File: config.mk
export PLATFORM = sky130hd
export DESIGN_NAME = cdd_front
export DESIGN_NICKNAME = d
export VERILOG_FILES = /design/src/rtl/core/cdd_pkg.sv /design/src/rtl/core/cdd_front.sv
export SDC_FILE = /design/constraint.sdc
export NUM_CORES = 2
export LEC_CHECK = 0
export ABC_AREA = 1
export BUFFER_PORTS_ARGS = -buffer_cell sky130_fd_sc_hd__buf_2
export CORE_MARGIN = 2
export CORE_UTILIZATION = 30
export CTS_BUF_LIST = sky130_fd_sc_hd__clkbuf_4 sky130_fd_sc_hd__clkbuf_8
export CTS_CLUSTER_SIZE = 8
export DETAILED_ROUTE_END_ITERATION = 16
export PLACE_DENSITY = 0.49
export SLEW_MARGIN = 10
export SYNTH_ARGS = -nofsm -noshare
export SYNTH_HDL_FRONTEND = slang
export SYNTH_SLANG_ARGS = --single-unit
File: constraint.sdc
create_clock -name clock -period 6.6 [get_ports clock]
set_clock_uncertainty 0.05 [all_clocks]
set_input_delay 0.66 -clock clock [delete_from_list [all_inputs] [get_ports clock]]
set_output_delay 0.66 -clock clock [all_outputs]
set_load 0.01 [all_outputs]
File: src/rtl/core/cdd_pkg.sv
// Shared types and constants of the collinear direction detector.
`timescale 1ns / 1ps
package cdd_pkg;

   localparam int TableDepth = 8192;
   localparam int SlotBits   = $clog2(TableDepth);
   localparam int GenBits    = 16;
   localparam int KeyBits    = 50;
   localparam int OwnerBits  = 24;
   localparam int CoordBits  = 32;
   localparam int MagBits    = CoordBits + 1;
   localparam int ShiftBits  = $clog2(MagBits + 1);
   localparam int XyBits     = 13;
   localparam int ZBits      = 24;

   localparam logic [63:0] HashAdd  = 64'h9e3779b97f4a7c15;
   localparam logic [63:0] HashMul1 = 64'hbf58476d1ce4e5b9;
   localparam logic [63:0] HashMul2 = 64'h94d049bb133111eb;

   localparam logic [MagBits-1:0] XyBias = MagBits'(1 << 12);
   localparam logic [MagBits-1:0] ZBias  = MagBits'(1 << 23);

   // Result codes.
   typedef enum logic [2:0] {
      ST_NEW      = 3'd0,
      ST_COLL     = 3'd1,
      ST_REPEAT   = 3'd2,
      ST_BOUND    = 3'd3,
      ST_FULL     = 3'd4,
      ST_APEX     = 3'd5,
      ST_NO_APEX  = 3'd6
   } status_type;

   // What the back end has to do with a queued job.
   typedef enum logic [1:0] {
      OP_REPORT = 2'd0,
      OP_APEX   = 2'd1,
      OP_PROBE  = 2'd2
   } op_type;

   typedef struct packed {
      op_type                 op;
      status_type             status;
      logic [KeyBits-1:0]     key;
      logic [OwnerBits-1:0]   owner;
   } job_type;

   typedef struct packed {
      logic [GenBits-1:0]     gen;
      logic [KeyBits-1:0]     key;
      logic [OwnerBits-1:0]   owner;
   } slot_type;

endpackage

File: src/rtl/core/cdd_front.sv
// Front end: apex latch, gcd reduction, exact division and key packing.
`timescale 1ns / 1ps
module cdd_front (
   input  logic                           clock,
   input  logic                           reset,
   input  logic                           take,
   input  logic                           req_kind,
   input  logic signed [31:0]             req_point_x,
   input  logic signed [31:0]             req_point_y,
   input  logic signed [31:0]             req_point_z,
   input  logic [23:0]                    req_point_index,
   input  logic                           queue_full,
   output logic                           idle,
   output logic                           push,
   output cdd_pkg::job_type               push_job
);
   import cdd_pkg::*;

   typedef enum logic [5:0] {
      F_IDLE = 6'b000001,
      F_GCD1 = 6'b000010,
      F_GCD2 = 6'b000100,
      F_DIV  = 6'b001000,
      F_FIN  = 6'b010000,
      F_PUSH = 6'b100000
   } fstate_type;

   fstate_type state_ff, state_in;
   logic [CoordBits-1:0] apex_x_ff, apex_y_ff, apex_z_ff;
   logic [CoordBits-1:0] apex_x_in, apex_y_in, apex_z_in;
   logic apex_valid_ff, apex_valid_in;
   logic [MagBits-1:0] mag_ff [3];
   logic [MagBits-1:0] mag_in [3];
   logic [2:0] neg_ff, neg_in;
   logic [MagBits-1:0] ga_ff, ga_in, gb_ff, gb_in, g_ff, g_in;
   logic [ShiftBits-1:0] k_ff, k_in, bit_ff, bit_in;
   logic [1:0] comp_ff, comp_in;
   logic [MagBits-1:0] rem_ff, rem_in, dvd_ff, dvd_in;
   logic [OwnerBits-1:0] owner_ff, owner_in;
   job_type job_ff, job_in;

   logic [MagBits-1:0] dx, dy, dz;
   logic gcd_done;
   logic [MagBits-1:0] gcd_res;
   logic [MagBits:0] trial;
   logic [MagBits:0] trial_sub;
   logic flip;
   logic [2:0] sn;
   logic in_bound;
   logic [XyBits:0] fx, fy;
   logic [ZBits:0] fz;

   // Differences from the apex, one bit wider than the coordinates.
   assign dx = {req_point_x[31], req_point_x} - {apex_x_ff[31], apex_x_ff};
   assign dy = {req_point_y[31], req_point_y} - {apex_y_ff[31], apex_y_ff};
   assign dz = {req_point_z[31], req_point_z} - {apex_z_ff[31], apex_z_ff};

   // Binary gcd: finished once either operand is zero.
   assign gcd_done = (ga_ff == '0) || (gb_ff == '0);
   assign gcd_res  = ((ga_ff == '0) ? gb_ff : ga_ff) << k_ff;

   // Restoring division, one quotient bit a cycle.
   assign trial     = {rem_ff, dvd_ff[MagBits-1]};
   assign trial_sub = trial - {1'b0, g_ff};

   // Canonical sign: first nonzero component made positive.
   always_comb begin
      if (mag_ff[0] != '0) begin
         flip = neg_ff[0];
      end else if (mag_ff[1] != '0) begin
         flip = neg_ff[1];
      end else begin
         flip = neg_ff[2];
      end
      sn = neg_ff ^ {3{flip}};
      in_bound = (sn[0] ? (mag_ff[0] <= XyBias) : (mag_ff[0] < XyBias)) &&
                 (sn[1] ? (mag_ff[1] <= XyBias) : (mag_ff[1] < XyBias)) &&
                 (sn[2] ? (mag_ff[2] <= ZBias) : (mag_ff[2] < ZBias));
      fx = sn[0] ? (XyBias[XyBits:0] - mag_ff[0][XyBits:0])
                 : (XyBias[XyBits:0] + mag_ff[0][XyBits:0]);
      fy = sn[1] ? (XyBias[XyBits:0] - mag_ff[1][XyBits:0])
                 : (XyBias[XyBits:0] + mag_ff[1][XyBits:0]);
      fz = sn[2] ? (ZBias[ZBits:0] - mag_ff[2][ZBits:0])
                 : (ZBias[ZBits:0] + mag_ff[2][ZBits:0]);
   end

   // Sequencer.
   always_comb begin
      state_in      = state_ff;
      apex_x_in     = apex_x_ff;
      apex_y_in     = apex_y_ff;
      apex_z_in     = apex_z_ff;
      apex_valid_in = apex_valid_ff;
      mag_in        = mag_ff;
      neg_in        = neg_ff;
      ga_in         = ga_ff;
      gb_in         = gb_ff;
      g_in          = g_ff;
      k_in          = k_ff;
      bit_in        = bit_ff;
      comp_in       = comp_ff;
      rem_in        = rem_ff;
      dvd_in        = dvd_ff;
      owner_in      = owner_ff;
      job_in        = job_ff;
      unique case (state_ff) inside
         F_IDLE: begin
            if (take) begin
               job_in.key   = '0;
               job_in.owner = '0;
               if (!req_kind) begin
                  apex_x_in     = req_point_x;
                  apex_y_in     = req_point_y;
                  apex_z_in     = req_point_z;
                  apex_valid_in = 1'b1;
                  job_in.op     = OP_APEX;
                  job_in.status = ST_APEX;
                  state_in      = F_PUSH;
               end else if (!apex_valid_ff) begin
                  job_in.op     = OP_REPORT;
                  job_in.status = ST_NO_APEX;
                  state_in      = F_PUSH;
               end else begin
                  neg_in    = {dz[MagBits-1], dy[MagBits-1], dx[MagBits-1]};
                  mag_in[0] = dx[MagBits-1] ? -dx : dx;
                  mag_in[1] = dy[MagBits-1] ? -dy : dy;
                  mag_in[2] = dz[MagBits-1] ? -dz : dz;
                  ga_in     = mag_in[0];
                  gb_in     = mag_in[1];
                  k_in      = '0;
                  owner_in  = req_point_index;
                  state_in  = F_GCD1;
               end
            end
         end
         F_GCD1, F_GCD2: begin
            if (gcd_done) begin
               if (state_ff == F_GCD1) begin
                  ga_in    = gcd_res;
                  gb_in    = mag_ff[2];
                  k_in     = '0;
                  state_in = F_GCD2;
               end else if (gcd_res == '0) begin
                  job_in.op     = OP_REPORT;
                  job_in.status = ST_REPEAT;
                  state_in      = F_PUSH;
               end else begin
                  g_in     = gcd_res;
                  comp_in  = 2'd0;
                  dvd_in   = mag_ff[0];
                  rem_in   = '0;
                  bit_in   = '0;
                  state_in = F_DIV;
               end
            end else if (!ga_ff[0] && !gb_ff[0]) begin
               ga_in = ga_ff >> 1;
               gb_in = gb_ff >> 1;
               k_in  = k_ff + 1'b1;
            end else if (!ga_ff[0]) begin
               ga_in = ga_ff >> 1;
            end else if (!gb_ff[0]) begin
               gb_in = gb_ff >> 1;
            end else if (ga_ff >= gb_ff) begin
               ga_in = ga_ff - gb_ff;
            end else begin
               gb_in = gb_ff - ga_ff;
            end
         end
         F_DIV: begin
            if (trial_sub[MagBits]) begin
               rem_in = trial[MagBits-1:0];
               dvd_in = {dvd_ff[MagBits-2:0], 1'b0};
            end else begin
               rem_in = trial_sub[MagBits-1:0];
               dvd_in = {dvd_ff[MagBits-2:0], 1'b1};
            end
            bit_in = bit_ff + 1'b1;
            if (bit_ff == ShiftBits'(MagBits - 1)) begin
               mag_in[comp_ff] = dvd_in;
               bit_in          = '0;
               rem_in          = '0;
               if (comp_ff == 2'd2) begin
                  state_in = F_FIN;
               end else begin
                  comp_in = comp_ff + 1'b1;
                  dvd_in  = mag_ff[comp_ff + 1'b1];
               end
            end
         end
         F_FIN: begin
            if (in_bound) begin
               job_in.op     = OP_PROBE;
               job_in.status = ST_NEW;
               job_in.key    = {fx[XyBits-1:0], fy[XyBits-1:0], fz[ZBits-1:0]};
               job_in.owner  = owner_ff;
            end else begin
               job_in.op     = OP_REPORT;
               job_in.status = ST_BOUND;
            end
            state_in = F_PUSH;
         end
         F_PUSH: begin
            if (!queue_full) begin
               state_in = F_IDLE;
            end
         end
         default: state_in = F_IDLE;
      endcase
   end

   always_ff @(posedge clock) begin
      if (reset) begin
         state_ff      <= F_IDLE;
         apex_valid_ff <= 1'b0;
         apex_x_ff     <= '0;
         apex_y_ff     <= '0;
         apex_z_ff     <= '0;
      end else begin
         state_ff      <= state_in;
         apex_valid_ff <= apex_valid_in;
         apex_x_ff     <= apex_x_in;
         apex_y_ff     <= apex_y_in;
         apex_z_ff     <= apex_z_in;
      end
      mag_ff   <= mag_in;
      neg_ff   <= neg_in;
      ga_ff    <= ga_in;
      gb_ff    <= gb_in;
      g_ff     <= g_in;
      k_ff     <= k_in;
      bit_ff   <= bit_in;
      comp_ff  <= comp_in;
      rem_ff   <= rem_in;
      dvd_ff   <= dvd_in;
      owner_ff <= owner_in;
      job_ff   <= job_in;
   end

   assign idle     = (state_ff == F_IDLE);
   assign push     = (state_ff == F_PUSH) && !queue_full;
   assign push_job = job_ff;

endmodule

==> results.sh <==
export IMPL_status="finished clean"
export IMPL_setup_viol_count_final=0
export IMPL_die_area_mm2=0.129
export IMPL_cp_start_kind="register"
export IMPL_worst_slew_pin_slew_ps=1190
export IMPL_fin_setup_tns_ps=0
export IMPL_worstHoldPathCells=3
export IMPL_synth_compound_area_frac=0.176
export IMPL_ir_drop_mv=0.219
export IMPL_io_pins=206
export IMPL_finalHoldViolCount=0
export IMPL_slew_headroom=0.199
export IMPL_min_period_ps=5170
export IMPL_rsz0062_at_grt="no"
export IMPL_synth_top_area_cell="edfxtp_1"
export IMPL_hold_buffers=24
export IMPL_synth_area_per_cell_um2=7.25
export IMPL_synth_simple_gate_area_frac=0.257
export IMPL_dieHeight_um=360
export IMPL_final_nets=5755
export IMPL_grt_pass1_wl_mm=229
export IMPL_async_flop_share=0
export IMPL_ys_ff_latch=487
export IMPL_synth_fa_ha_area_frac=0.0714
export IMPL_dp_cells=6947
export IMPL_synth_warnings=0
export IMPL_ys_seq_area_frac=0.358
export IMPL_antenna_found_initial=6
export IMPL_critPathMaxStageDelay_ps=860
export IMPL_place_area_mm2=0.0408
export IMPL_cts_tree="done"
export IMPL_clock_sinks=487
export IMPL_io_buffers=205
export IMPL_min_path_type="in -> reg"
export IMPL_drv_slew=0
export IMPL_cp_slowest_cell="buf_4"
export IMPL_grt_overflow=0
export IMPL_cap_violations=0
export IMPL_post_cts_buffers=0
export IMPL_cts_max_level=3
export IMPL_cp_buffers_inverters=2
export IMPL_stdcell_count=7137
export IMPL_synth_top_family_by_area="simple AND/OR/NAND/NOR gates"
export IMPL_vias=37507
export IMPL_min_period_over_period=0.783
export IMPL_fp_row_count=130
export IMPL_detail_route_wl_per_cell_um=21.6
export IMPL_area_delta_synth_final_pct=13.2
export IMPL_synth_cell_types=67
export IMPL_grt_pass1_vias=35948
export IMPL_die_w_um=360
export IMPL_coreArea_mm2=0.126
export IMPL_power_mw=16.8
export IMPL_final_util=0.342
export IMPL_start_util=0.302
export IMPL_synth_top_cell_area_share=0.304
export IMPL_cts_resized=0
export IMPL_gp_congestion=1.01
export IMPL_synthMuxAreaShare=0
export IMPL_fin_ws_ps=1430
export IMPL_drt_iter0_markers=3634
export IMPL_cts_inserted_buffers=94
export IMPL_min_from="req_point_x[25]"
export IMPL_syn_inst=5237
export IMPL_path_delay_family="simple AND/OR/NAND/NOR gates"
export IMPL_dp_hpwl_mm=122
export IMPL_ant_nets=0
export IMPL_path_max_fanout=72
export IMPL_vias_per_cell=5.26
export IMPL_worst_ep_arrival_time_ps=5530
export IMPL_end_kind="register"
export IMPL_root_buffer="clkbuf_8"
export IMPL_firstDrtPassIters=6
export IMPL_fin_area_mm2=0.0429
export IMPL_drive_above_1_share=0.0897
export IMPL_syn_cell_area_mm2=0.0380
export IMPL_required_ps=6960
export IMPL_r2r_setup_slack_ps=1430
export IMPL_synth_fp_nets=5575
export IMPL_hold_end="apex_x_ff[25]"
export IMPL_ff2ff_path_depth=21
export IMPL_cts_reportedPaths_clkPinSlew_ps=70
export IMPL_clockBufferDepth=3
export IMPL_synth_ff_type="edfxtp_1"
export IMPL_r2r_start="ga_ff[1]"
export IMPL_post_place_ws_ps=1400
export IMPL_max_clock_freq_ghz=0.194
export IMPL_critPathKind="reg -> reg"
export IMPL_grt_max_degree=165
export IMPL_synth_edf_count=384
export IMPL_critPathMostFrequentCell="nand3_1"
export IMPL_whs_ps=86.7
export IMPL_synth_xor_area_share=0.0494
export IMPL_yosys_top_cells_area="edfxtp_1, nand2_1, ha_1"
export IMPL_p_per_area_mw_per_mm2=391
export IMPL_reg2reg_to="rem_ff[32]"
export IMPL_grt_usage=0.232
export IMPL_clock_latency_ps=830
export IMPL_drc=0
export IMPL_leakage_nw=18.1
export IMPL_wl_mm=154
export IMPL_crit_chain="nor2_1, nand2_1, nor2_1, nand2_1, nor2_2, buf_4, nand3_1, nand3_1, nand3_1, nand3_1, nand3_1, nand2_1, nand2_1, a21oi_1, nor2_1, nand2_1, nor2_1, nand3_1, nand3_1, nand2_4, buf_4"
==> worst reg2reg max path: cells and delay by family (launching register included) <==
family	cells	cell delay [ps]
buffers and inverters	2	1190
AO/OA/AOI/OAI	1	420
AND/OR/NAND/NOR	18	2570
flip-flops	1	480
==> logic make-up after synthesis <==
kind of cell	Yosys count
AOI/OAI and AO/OA	1160
DFF	487
buffers and inverters	872
and+or+nand+nor	2297
adders and majority gates	213
xor gates and xnor gates	208
==> cell usage after synthesis, types with 27 or more instances <==
cell	n
inv_1	647
o21ai_0	361
nand2_1	1015
edfxtp_1	384
buf_2	35
nor2_1	608
o22ai_1	27
nand3_1	409
xor2_1	128
nand4_1	91
o21ai_1	30
clkbuf_1	144
o211ai_1	52
ha_1	207
xnor2_1	73
dfxtp_1	103
nor3_1	97
a21oi_1	418
a211oi_1	102
a31oi_1	35
==> worst max-delay path by stage <==
stage,end,slack (ps),cells past startpoint,start
after floorplan,push_job[0],540,21,mag_ff[33]
after global placement,gb_ff[1],1530,19,req_point_y[0]
after detailed placement,dvd_ff[26],1400,21,ga_ff[1]
after CTS,dvd_ff[16],1410,21,ga_ff[1]
after global routing,dvd_ff[16],990,21,ga_ff[1]
final,rem_ff[32],1430,21,ga_ff[1]
==> sequential cells by signal, indices dropped and copies added, names as in the netlist <==
name and count:
mag_ff 99, k_ff 6, gb_ff 33, bit_ff 6
apex_z_ff 32, apex_valid_ff 1, dvd_ff 33, g_ff 33
apex_x_ff 32, rem_ff 33, ga_ff 33, comp_ff 2
push_job 79, apex_y_ff 32, state_ff 6, neg_ff 3
owner_ff 24
==> power by group <==
group	total, mW	switching [mW]	internal [mW]
Sequential	5.27	0.623	4.65
Combinational	8.35	6.02	2.34
Clock	3.18	1.46	1.72
==> routing by layer <==
layer | GRT usage | up-vias | wire length, µm
li1 | - | 18234 | -
met1 | 0.307 | 17692 | 66800
met2 | 0.378 | 1274 | 70600
met3 | 0.0367 | 301 | 10500
met4 | 0.0929 | 6 | 6320
met5 | 0 | - | 39
==> area by class of cell <==
| type | instances | area (µm²) |
|---|---|---|
| diodes | 3 | 7.51 |
| flip-flops and latches | 487 | 13600 |
| repair buffers | 283 | 1700 |
| well taps | 1650 | 2060 |
| clock inverters | 39 | 355 |
| clock buffers | 124 | 1540 |
| fillers | 13647 | 82600 |
| inverters | 673 | 2530 |
| multi-input cells | 3878 | 21200 |
==> cell usage in the layout, fill, tap and decap left out, drive strengths merged, types with 13 or more instances in the layout <==
cell type    synthesis  final
ha                 207    207
clkinv               6     31
edfxtp             384    384
inv                667    671
a31oi               35     35
buf                 54    259
a221oi              14     14
a21oi              419    419
xnor2               75     75
nor3               104    104
o21bai              16     16
a21o                23     23
xor2               133    133
a22oi               13     13
o22ai               27     27
nand3              410    410
dfxtp              103    103
clkbuf             144    124
o21a                15     15
dlygate4sd3          0     24
o211ai              52     52
o21ai              392    392
nand4               93     93
a211oi             102    102
nor2               616    616
nand2             1017   1017
nor4                18     18
or2                 22     22
(Power assumes the default switching activity.)
