===== src/rtl/core/cdd_pkg.sv =====
// Shared types and constants of the collinear direction detector.
`timescale 1ns / 1ps
package cdd_pkg;

   localparam int TableDepth = 8192;
   localparam int SlotBits   = $clog2(TableDepth);
   localparam int GenBits    = 16;
   localparam int KeyBits    = 50;
   localparam int OwnerBits  = 24;
   localparam int CoordBits  = 32;
   localparam int MagBits    = CoordBits + 1;
   localparam int ShiftBits  = $clog2(MagBits + 1);
   localparam int XyBits     = 13;
   localparam int ZBits      = 24;

   localparam logic [63:0] HashAdd  = 64'h9e3779b97f4a7c15;
   localparam logic [63:0] HashMul1 = 64'hbf58476d1ce4e5b9;
   localparam logic [63:0] HashMul2 = 64'h94d049bb133111eb;

   localparam logic [MagBits-1:0] XyBias = MagBits'(1 << 12);
   localparam logic [MagBits-1:0] ZBias  = MagBits'(1 << 23);

   // Result codes.
   typedef enum logic [2:0] {
      ST_NEW      = 3'd0,
      ST_COLL     = 3'd1,
      ST_REPEAT   = 3'd2,
      ST_BOUND    = 3'd3,
      ST_FULL     = 3'd4,
      ST_APEX     = 3'd5,
      ST_NO_APEX  = 3'd6
   } status_type;

   // What the back end has to do with a queued job.
   typedef enum logic [1:0] {
      OP_REPORT = 2'd0,
      OP_APEX   = 2'd1,
      OP_PROBE  = 2'd2
   } op_type;

   typedef struct packed {
      op_type                 op;
      status_type             status;
      logic [KeyBits-1:0]     key;
      logic [OwnerBits-1:0]   owner;
   } job_type;

   typedef struct packed {
      logic [GenBits-1:0]     gen;
      logic [KeyBits-1:0]     key;
      logic [OwnerBits-1:0]   owner;
   } slot_type;

endpackage


===== src/rtl/core/cdd_queue.sv =====
// Two-entry job queue between the front and back ends.
`timescale 1ns / 1ps
module cdd_queue (
   input  logic                clock,
   input  logic                reset,
   input  logic                push,
   input  cdd_pkg::job_type    push_job,
   input  logic                pop,
   output logic                full,
   output logic                empty,
   output cdd_pkg::job_type    head
);
   import cdd_pkg::*;

   job_type entry_ff [2];
   logic wr_ptr_ff, wr_ptr_in, rd_ptr_ff, rd_ptr_in;
   logic [1:0] count_ff, count_in;

   // Pointer and fill bookkeeping.
   always_comb begin
      wr_ptr_in = wr_ptr_ff ^ push;
      rd_ptr_in = rd_ptr_ff ^ pop;
      count_in  = count_ff + {1'b0, push} - {1'b0, pop};
   end

   always_ff @(posedge clock) begin
      if (reset) begin
         wr_ptr_ff <= 1'b0;
         rd_ptr_ff <= 1'b0;
         count_ff  <= '0;
      end else begin
         wr_ptr_ff <= wr_ptr_in;
         rd_ptr_ff <= rd_ptr_in;
         count_ff  <= count_in;
      end
      if (push) begin
         entry_ff[wr_ptr_ff] <= push_job;
      end
   end

   assign full  = (count_ff == 2'd2);
   assign empty = (count_ff == 2'd0);
   assign head  = entry_ff[rd_ptr_ff];

   // A full queue is never written, an empty one never read.
   a_no_overflow: assert property (@(posedge clock) disable iff (reset)
      full |-> !push) else $error("queue written while full");
   a_no_underflow: assert property (@(posedge clock) disable iff (reset)
      empty |-> !pop) else $error("queue read while empty");

endmodule


===== config.mk =====
export PLATFORM = sky130hd
export DESIGN_NAME = cdd_queue
export DESIGN_NICKNAME = d
export VERILOG_FILES = /design/src/rtl/core/cdd_pkg.sv /design/src/rtl/core/cdd_queue.sv
export SDC_FILE = /design/constraint.sdc
export NUM_CORES = 1
export LEC_CHECK = 0
export CORE_ASPECT_RATIO = 1.1
export CORE_MARGIN = 2
export CORE_UTILIZATION = 45
export DETAILED_ROUTE_END_ITERATION = 7
export DONT_BUFFER_PORTS = 1
export HOLD_SLACK_MARGIN = 0.08
export PLACE_DENSITY = 0.64
export SLEW_MARGIN = 20
export SYNTH_ARGS = -nofsm -noshare
export SYNTH_HDL_FRONTEND = slang
export SYNTH_SLANG_ARGS = --single-unit

===== constraint.sdc =====
create_clock -name clock -period 4.95 [get_ports clock]
set_clock_uncertainty 0.2 [all_clocks]
set_input_delay 0.2475 -clock clock [delete_from_list [all_inputs] [get_ports clock]]
set_output_delay 0.2475 -clock clock [all_outputs]
set_load 0.02 [all_outputs]

==> results.json, run 1 <==
{
  "fin_crit_ns": 2.39,
  "vias_per_cell": 4.79,
  "p_seq_share_pct": 47.5,
  "endpoint_kind": "primary output",
  "status": "completed",
  "drc": 0,
  "grt_pass1_vias": 2826,
  "cts-resized-gates": 0,
  "p_comb_share_pct": 12.0,
  "yosysSeqAreaShare_pct": 76.6,
  "synth_mux_area_share_pct": 18.8,
  "r2r_setup_slack_ns": 2.91,
  "cts.htree.levels": 4,
  "drt-wirelength-per-cell_um": 18.1,
  "holdBufCountCts": 83,
  "critPathKind": "reg2out",
  "p_switching_w": 0.000754,
  "worstHoldStart": "push",
  "slew_headroom_pct": 60.5,
  "synth_xor_xnor_area_share_pct": 0.496,
  "clkLatencyLatePin_ns": 0.41,
  "synth-seq-cells": 162,
  "rsz0062_at_grt": "false",
  "grt_antenna_before_repair": 0,
  "synth_compound_area_share_pct": 0,
  "p_int_w": 0.00269,
  "p_sw_share_pct": 21.9,
  "clk_path_buf_depth": 2,
  "grt_pass1_wl_um": 15000,
  "post-cts-setup-buffers": 0,
  "finalHoldViolations": 0,
  "required_ns": 4.50,
  "synth_top_family_by_area": "multiplexers",
  "fmax_mhz": 418,
  "drtIter0Drc": 170,
  "overflow": 0,
  "synth_edf_count": 158,
  "ys_types": 11,
  "ant_nets": 0,
  "via_count": 2699,
  "grt_max_degree": 80,
  "grt_usage_pct": 13.9,
  "ios": 164,
  "period_share_pct": 48.3,
  "drive_above_1_share_pct": 30.9,
  "tns_ns": 0,
  "place_congestion": 0.672,
  "antenna_cells": 0,
  "vdd_drop_max_uv": 252,
  "synth_nets": 352,
  "cp_data_arrival_time_ns": 1.94,
  "clkSinkCount": 162,
  "yosysWarnings": 0,
  "synthDominantCellAreaShare_pct": 75.3,
  "dr.max_layer_used": "met4",
  "synthSimpleGateAreaFrac_pct": 0.437,
  "crit_path_start_kind": "register",
  "synth.area.top_cells": "edfxtp_1 75%, mux2_4 19%, buf_12 2.5%",
  "tritoncts": "built",
  "die_w_um": 117,
  "yosysTopAreaCell": "edfxtp_1",
  "post-route-util_pct": 57.9,
  "synthFlopType": "edfxtp_1",
  "core_area_um2": 13700,
  "crit_start": "rd_ptr_ff$_SDFF_PP0_",
  "cts_root_buffer": "clkbuf_16",
  "power_frac_clock_pct": 40.5,
  "report.final.slew_viol_count": 0,
  "path_clk_slew_ns": 0.06,
  "power_density_nw_per_um2": 433,
  "setup_viol": 0,
  "min_path_type": "in2reg",
  "dieHeight_um": 128,
  "firstDrtPassIters": 4,
  "maxCapViolCount": 0,
  "ys_top_cells_by_count": "158 x edfxtp_1, 79 x mux2_4, 8 x buf_12",
  "dieArea_um2": 15000,
  "nNetsFinal": 449,
  "critPathMaxStageDelay_ns": 0.65,
  "r2r_start": "rd_ptr_ff$_SDFF_PP0_",
  "worstMarginPinSlew_ns": 0.593,
  "p_leak_nw": 2.87,
  "wl_met2_um": 5510,
  "synth-adder-area-share_pct": 0.794,
  "initial_core_util_pct": 45.9,
  "met1_length_um": 3730,
  "crit_slowest_cell": "dfxtp_4",
  "async_flop_share_pct": 0,
  "area_growth_pct": 26.1,
  "synth.cell_area_um2": 6300,
  "cts_made_buffers": 17,
  "cp_max_fo": 23,
  "io_buffers": 0,
  "synthCells": 265,
  "row_count": 45,
  "crit_chain": "buf_4 -> mux2_4",
  "drt_wl_total_um": 10200,
  "syn_avg_cell_area_um2": 23.8,
  "wl_met3_um": 749,
  "yosysMostFrequentCell": "edfxtp_1"
}
power groups by stage:
stage	Sequential (W)	Combinational [W]	Clock, W
after floorplan	0.00165	0.000335	0
after global placement	0.00168	0.000327	0
after detailed placement	0.00168	0.000330	0
after CTS	0.00165	0.000394	0.00142
after global routing	0.00164	0.000437	0.00148
final	0.00163	0.000411	0.00139
flip-flops by register name (all words and copies together), names as in the netlist:
signal and flops:
entry_ff 158, rd_ptr_ff 1, wr_ptr_ff 1, count_ff 2
cells by family after synthesis:
family                   after synthesis
adder cells (fa/ha/maj)                4
XOR/XNOR                               2
multiplexers                          79
AND/OR/NAND/NOR                        6
flip-flops                           162
buffers and inverters                 12
layout by cell type (no fill, tap or decap), types with 2 or more instances in the layout:
master           n
ha_1             2
dlygate4sd3_1   83
clkinv_2         3
ha_4             2
nor2b_1          2
bufinv_16        5
clkinv_4         3
mux2_4          79
buf_16           2
edfxtp_1       158
clkbuf_16       17
inv_1            3
nor2_1           4
dfxtp_1          3
metrics by stage:
| stage | setup WS (ns) | instance area, um^2 | hold slack (ns) | power [W] | instances |
|---|---|---|---|---|---|
| after floorplan | 2.07 | 6300 | 0.114 | 0.00199 | 265 |
| after global placement | 2.47 | 6400 | 0.113 | 0.00200 | 445 |
| after detailed placement | 2.46 | 6400 | 0.114 | 0.00201 | 445 |
| after CTS | 1.99 | 7870 | 0.256 | 0.00347 | 560 |
| after global routing | 2.47 | 7950 | 0.111 | 0.00356 | 563 |
| final | 2.56 | 7950 | 0.108 | 0.00344 | 563 |
cell type report:
class / instances / area (um^2)
Fill cell: 1060 / 5790
Inverter: 3 / 11.3
Timing Repair Buffer: 87 / 913
Tap cell: 188 / 235
Clock inverter: 14 / 211
Sequential cell: 162 / 4830
Clock buffer: 18 / 429
Multi-Input combinational cell: 91 / 1320
layer usage:
layer | up-vias | global-route usage (%)
met5 | - | 0
met4 | 0 | 6.44
met3 | 13 | 5.91
met2 | 93 | 24.0
met1 | 1351 | 14.4
li1 | 1242 | -
critical path, delay by kind of cell, from the launching register on:
family                 cells  cell delay (ns)
flip-flops                 1             0.65
buffers and inverters      1             0.47
multiplexers               1             0.38
worst paths after layout:
path | end | cells past startpoint
setup reg to reg | rd_ptr_ff$_SDFF_PP0_ | 4
hold / removal | entry_ff[1][10]$_DFFE_PP_ | 1
setup / recovery | head[24] | 2
hold reg to reg | wr_ptr_ff$_SDFF_PP0_ | 3
(Power assumes the default switching activity.)
==> inputs of run 2 (changes only) <==
- ABC_AREA: not set -> 1
- clock period: 4.95 -> 2.5 ns (I/O delays scaled with it)
==> run 2 against run 1 <==
- die area is 0.13% higher
- highest routed layer unchanged
- sequential power is 97% higher
- critical path type unchanged
- critical endpoint is now head[3]
- core utilization decreased by 0.24 points
- via count grew 3.1%
==> results.json, run 2 <==
{
  "drt_wl_total_um": 10400,
  "slew_headroom_pct": 72.3,
  "die_w_um": 117,
  "tns_ns": 0,
  "path_clk_slew_ns": 0.07,
  "cts.htree.levels": 4,
  "top_regs": "entry_ff (158), count_ff (2)",
  "endpoint_kind": "primary output",
  "vdd_drop_max_uv": 518,
  "drtIter0Drc": 182,
  "rsz0062_at_grt": "false",
  "ios": 164,
  "clkSinkCount": 162,
  "fmax_mhz": 544,
  "top_register": "entry_ff",
  "critPathKind": "reg2out",
  "largest_reg_flops": 158,
  "final.setup.worst_slack_ns": 0.662,
  "antenna_cells": 0,
  "via_count": 2782,
  "maxCapViolCount": 0,
  "cts-resized-gates": 0,
  "cts_made_buffers": 17,
  "grt_antenna_before_repair": 0,
  "place_congestion": 0.716,
  "finalHoldViolations": 0,
  "dieHeight_um": 128,
  "setup_viol": 0,
  "grt_max_degree": 63,
  "report.final.slew_viol_count": 0,
  "design_area_um2": 7920,
  "grt_pass1_wl_um": 15200,
  "post-cts-setup-buffers": 0,
  "area_growth_pct": 25.4,
  "dieArea_um2": 15000,
  "synth_nets": 360,
  "cts_root_buffer": "clkbuf_16",
  "io_buffers": 0,
  "crit_path_start_kind": "register",
  "async_flop_share_pct": 0,
  "fin_crit_ns": 1.84,
  "synthCells": 273,
  "core_area_um2": 13700,
  "tritoncts": "built",
  "synth.area.top_cells": "edfxtp_1 75%, mux2_4 19%, buf_12 2.5%",
  "yosysTopAreaCell": "edfxtp_1",
  "post-route-util_pct": 57.6,
  "ys_types": 12,
  "grt_usage_pct": 14.2,
  "nNetsFinal": 458,
  "ys_top_cells_by_count": "158 x edfxtp_1, 79 x mux2_4, 8 x buf_12",
  "cp_max_fo": 42,
  "p_leak_nw": 2.86,
  "holdBufCountCts": 83,
  "synthDominantCellAreaShare_pct": 75.2,
  "yosysMostFrequentCell": "edfxtp_1",
  "dp_hpwl_um": 6360,
  "clk_path_buf_depth": 2,
  "layout_commonest_cell": "edfxtp_1",
  "required_ns": 2.17,
  "drc": 0,
  "holdWs_ns": 0.157,
  "synth-seq-cells": 162,
  "drive_above_1_share_pct": 31.0,
  "yosysWarnings": 0,
  "vias_per_cell": 4.86,
  "period_share_pct": 73.5,
  "syn_avg_cell_area_um2": 23.1,
  "power_density_nw_per_um2": 835,
  "grt_pass1_vias": 2901,
  "initial_core_util_pct": 45.9,
  "clkLatencyLatePin_ns": 0.41,
  "row_count": 45,
  "layout_common_cells": "158 x edfxtp_1, 83 x dlygate4sd3_1, 79 x mux2_4",
  "drt-wirelength-per-cell_um": 18.2,
  "cp_data_arrival_time_ns": 1.51,
  "synthFlopType": "edfxtp_1",
  "worstMarginPinSlew_ns": 0.416,
  "overflow": 0,
  "pre_cts_ws_ns": 0.850,
  "firstDrtPassIters": 5,
  "yosysSeqAreaShare_pct": 76.4,
  "synth_edf_count": 158,
  "ant_nets": 0,
  "postPlaceCellArea_um2": 6490,
  "synth.cell_area_um2": 6310,
  "status": "completed",
  "min_path_type": "in2reg"
}
## run 2: cell types whose count changed after synthesis, sizes merged
| cell | change |
|---|---|
| xnor3 | -1 |
| nor2 | +2 |
| a21oi | +1 |
| nand2 | +3 |
| inv | +4 |
| nor2b | -2 |
| nand3 | +1 |
## run 2: metrics by stage
| stage | power (W) | cells |
|---|---|---|
| 2_1_floorplan | 0.00391 | 273 |
| 3_3_place_gp | 0.00397 | 457 |
| 3_5_place_dp | 0.00399 | 457 |
| 4_1_cts | 0.00669 | 572 |
| 5_1_grt | 0.00684 | 572 |
| 6_report | 0.00661 | 572 |
## run 2: cell type report
class | count | area (um^2)
Sequential cell | 162 | 4830
Clock buffer | 17 | 425
Multi-Input combinational cell | 95 | 1310
Tap cell | 188 | 235
Clock inverter | 15 | 169
Inverter | 7 | 26.3
Timing Repair Buffer | 88 | 918
Fill cell | 1071 | 5820
## run 2: where the power goes
group          total, W  switching [W]  internal [W]  leakage (nW)
Clock           0.00257        0.00107       0.00150         0.284
Sequential      0.00321      0.0000442       0.00317          1.52
Combinational  0.000828       0.000463      0.000366          1.06
## run 2: critical path: stages, from the launching register on
cell and delay, ns:
dfxtp_4 0.37, buf_12 0.30, mux2_4 0.38
## run 2: kinds of logic (layout without fill, tap and decap cells)
family | count (synthesis) | in the layout | share of synthesized area (%)
xor gates and xnor gates | 1 | 1 | 0.139
and+or+nand+nor | 10 | 10 | 0.614
buffers and inverters | 16 | 127 | 3.13
adders and majority gates | 4 | 4 | 0.793
muxes | 79 | 79 | 18.8
DFF | 162 | 162 | 76.4
AOI/OAI and AO/OA | 1 | 1 | 0.0792
## run 2: final timing paths
| check | from | end | slack (ns) | cells past startpoint |
|---|---|---|---|---|
| setup / recovery | rd_ptr_ff$_SDFF_PP0_ | head[3] | 0.66 | 2 |
| hold / removal | push_job[69] | entry_ff[0][69]$_DFFE_PP_ | 0.16 | 1 |
| setup reg to reg | wr_ptr_ff$_SDFF_PP0_ | entry_ff[1][46]$_DFFE_PP_ | 0.84 | 2 |
| hold reg to reg | count_ff[1]$_SDFF_PP0_ | count_ff[1]$_SDFF_PP0_ | 0.41 | 3 |
## run 2: layer usage
layer / vias up / GRT usage, % / wire, um
met2: 86 / 25.7 / 5910
met1: 1417 / 14.1 / 3740
li1: 1269 / - / -
met4: 0 / 5.81 / 157
met3: 10 / 5.91 / 588
met5: - / 0 / 0
==> inputs of run 3 (changes only) <==
- ABC_AREA: 1 -> 0
- clock period: 2.5 -> 1.8 ns (I/O delays scaled with it)
==> run 3 against run 2 <==
- first-iteration DRC count down 12%
- flip-flop and latch count did not move
- sequential power rose by 39%
- global-route usage fell by 0.64 points
- clock power rose by 32%
- hold slack got worse by 0.030 ns
- die area is 0.13% lower
- wire length is 4.6% lower
- final area down 0.11%
==> results.json, run 3 (same netlist as run 1, synthesis figures left out) <==
{
  "via_count": 2741,
  "crit_slowest_cell": "dfxtp_4",
  "post-cts-setup-buffers": 0,
  "maxCapViolCount": 0,
  "ios": 164,
  "dieArea_um2": 15000,
  "dp_hpwl_um": 5970,
  "finalHoldViolations": 0,
  "grt_max_degree": 55,
  "die_w_um": 117,
  "cts_made_buffers": 17,
  "overflow": 0,
  "grt_pass1_vias": 2857,
  "pre_cts_ws_ns": 0.356,
  "grt_usage_pct": 13.5,
  "clkLatencyLatePin_ns": 0.41,
  "row_count": 45,
  "cts.htree.levels": 4,
  "slew_headroom_pct": 73.2,
  "cp_data_arrival_time_ns": 1.49,
  "grt_pass1_wl_um": 14600,
  "stdcell_count": 565,
  "crit_path_start_kind": "register",
  "tritoncts": "built",
  "clk_path_buf_depth": 2,
  "top_register": "entry_ff",
  "rsz0062_at_grt": "true",
  "place_congestion": 0.735,
  "vias_per_cell": 4.85,
  "min_path_type": "in2reg",
  "critPathKind": "reg2out",
  "path_clk_slew_ns": 0.06,
  "crit_chain": "buf_12 -> mux2_4",
  "worstMarginPinSlew_ns": 0.400,
  "critPathMaxStageDelay_ns": 0.38,
  "firstDrtPassIters": 4,
  "final.setup.worst_slack_ns": 0.0186,
  "status": "completed",
  "r2r_setup_slack_ns": 0.21,
  "drt-wirelength-per-cell_um": 17.6,
  "core_area_um2": 13700,
  "power_density_nw_per_um2": 1140,
  "endpoint_kind": "primary output",
  "drc": 0,
  "design_area_um2": 7910,
  "top_regs": "entry_ff (158), count_ff (2)",
  "postPlaceCellArea_um2": 6500,
  "layout_commonest_cell": "edfxtp_1",
  "drt_wl_total_um": 9920,
  "initial_core_util_pct": 45.9,
  "fin_crit_ns": 1.78,
  "dieHeight_um": 128,
  "finalPower_w": 0.00904,
  "largest_reg_flops": 158,
  "tns_ns": 0,
  "nNetsFinal": 451,
  "area_growth_pct": 25.5,
  "drive_above_1_share_pct": 30.8,
  "fmax_mhz": 561,
  "setup_viol": 0,
  "io_buffers": 0,
  "drtIter0Drc": 160,
  "vdd_drop_max_uv": 703,
  "antenna_cells": 0,
  "clkSinkCount": 162,
  "layout_common_cells": "158 x edfxtp_1, 83 x dlygate4sd3_1, 79 x mux2_4",
  "period_share_pct": 99.0,
  "required_ns": 1.51,
  "dp.cells": 450,
  "report.final.slew_viol_count": 0,
  "ant_nets": 0,
  "p_leak_nw": 2.85,
  "cts_root_buffer": "clkbuf_16",
  "grt_antenna_before_repair": 0,
  "cp_max_fo": 37
}
-- run 3: worst max-delay path, delay by kind of cell, from the launching register on --
kind / cells / cell delay (ns)
flip-flops: 1 / 0.38
multiplexers: 1 / 0.38
buffers and inverters: 1 / 0.26
-- run 3: final cells by class --
cell class | count | area (um^2)
clock inverters | 14 | 138
well taps | 188 | 235
repair buffers | 89 | 946
multi-input cells | 91 | 1320
clock buffers | 18 | 429
flip-flops and latches | 162 | 4830
inverters | 3 | 11.3
fillers | 1063 | 5830
-- run 3: per-layer routing --
layer  part of all wire, %  GRT usage (%)  vias up
li1                      -              -     1243
met1                    38           14.0     1391
met2                    54           23.2       99
met3                   7.1           6.34        8
met4                   1.6           6.16        0
met5                     0              0        -
-- run 3: worst paths after layout --
path | start | to | cells after the start
worst max-delay path | rd_ptr_ff$_SDFF_PP0_ | head[24] | 2
worst min-delay path | push_job[12] | entry_ff[0][12]$_DFFE_PP_ | 1
worst min register to register | count_ff[1]$_SDFF_PP0_ | count_ff[1]$_SDFF_PP0_ | 2
worst max register to register | wr_ptr_ff$_SDFF_PP0_ | wr_ptr_ff$_SDFF_PP0_ | 4
-- run 3: where the power goes --
part           switching, W  internal [W]
Combinational      0.000638      0.000534
Clock               0.00137       0.00203
Sequential        0.0000630       0.00440
Total               0.00207       0.00697
-- run 3: what timing repair did --
| item | 4_1_cts | 5_1_grt |
|---|---|---|
| resized for setup | 1 | 0 |
| setup endpoints to repair | 38 | 79 |
| hold endpoints to repair | 320 | 0 |
| hold buffers | 83 | 0 |
-- run 3: metrics by stage --
stage                     hold slack, ns  utilization, %
after floorplan                  -0.0433               -
after global routing               0.108            57.6
final                              0.127            57.6
after CTS                          0.102            57.6
after global placement           -0.0406            47.3
after detailed placement         -0.0408            47.3
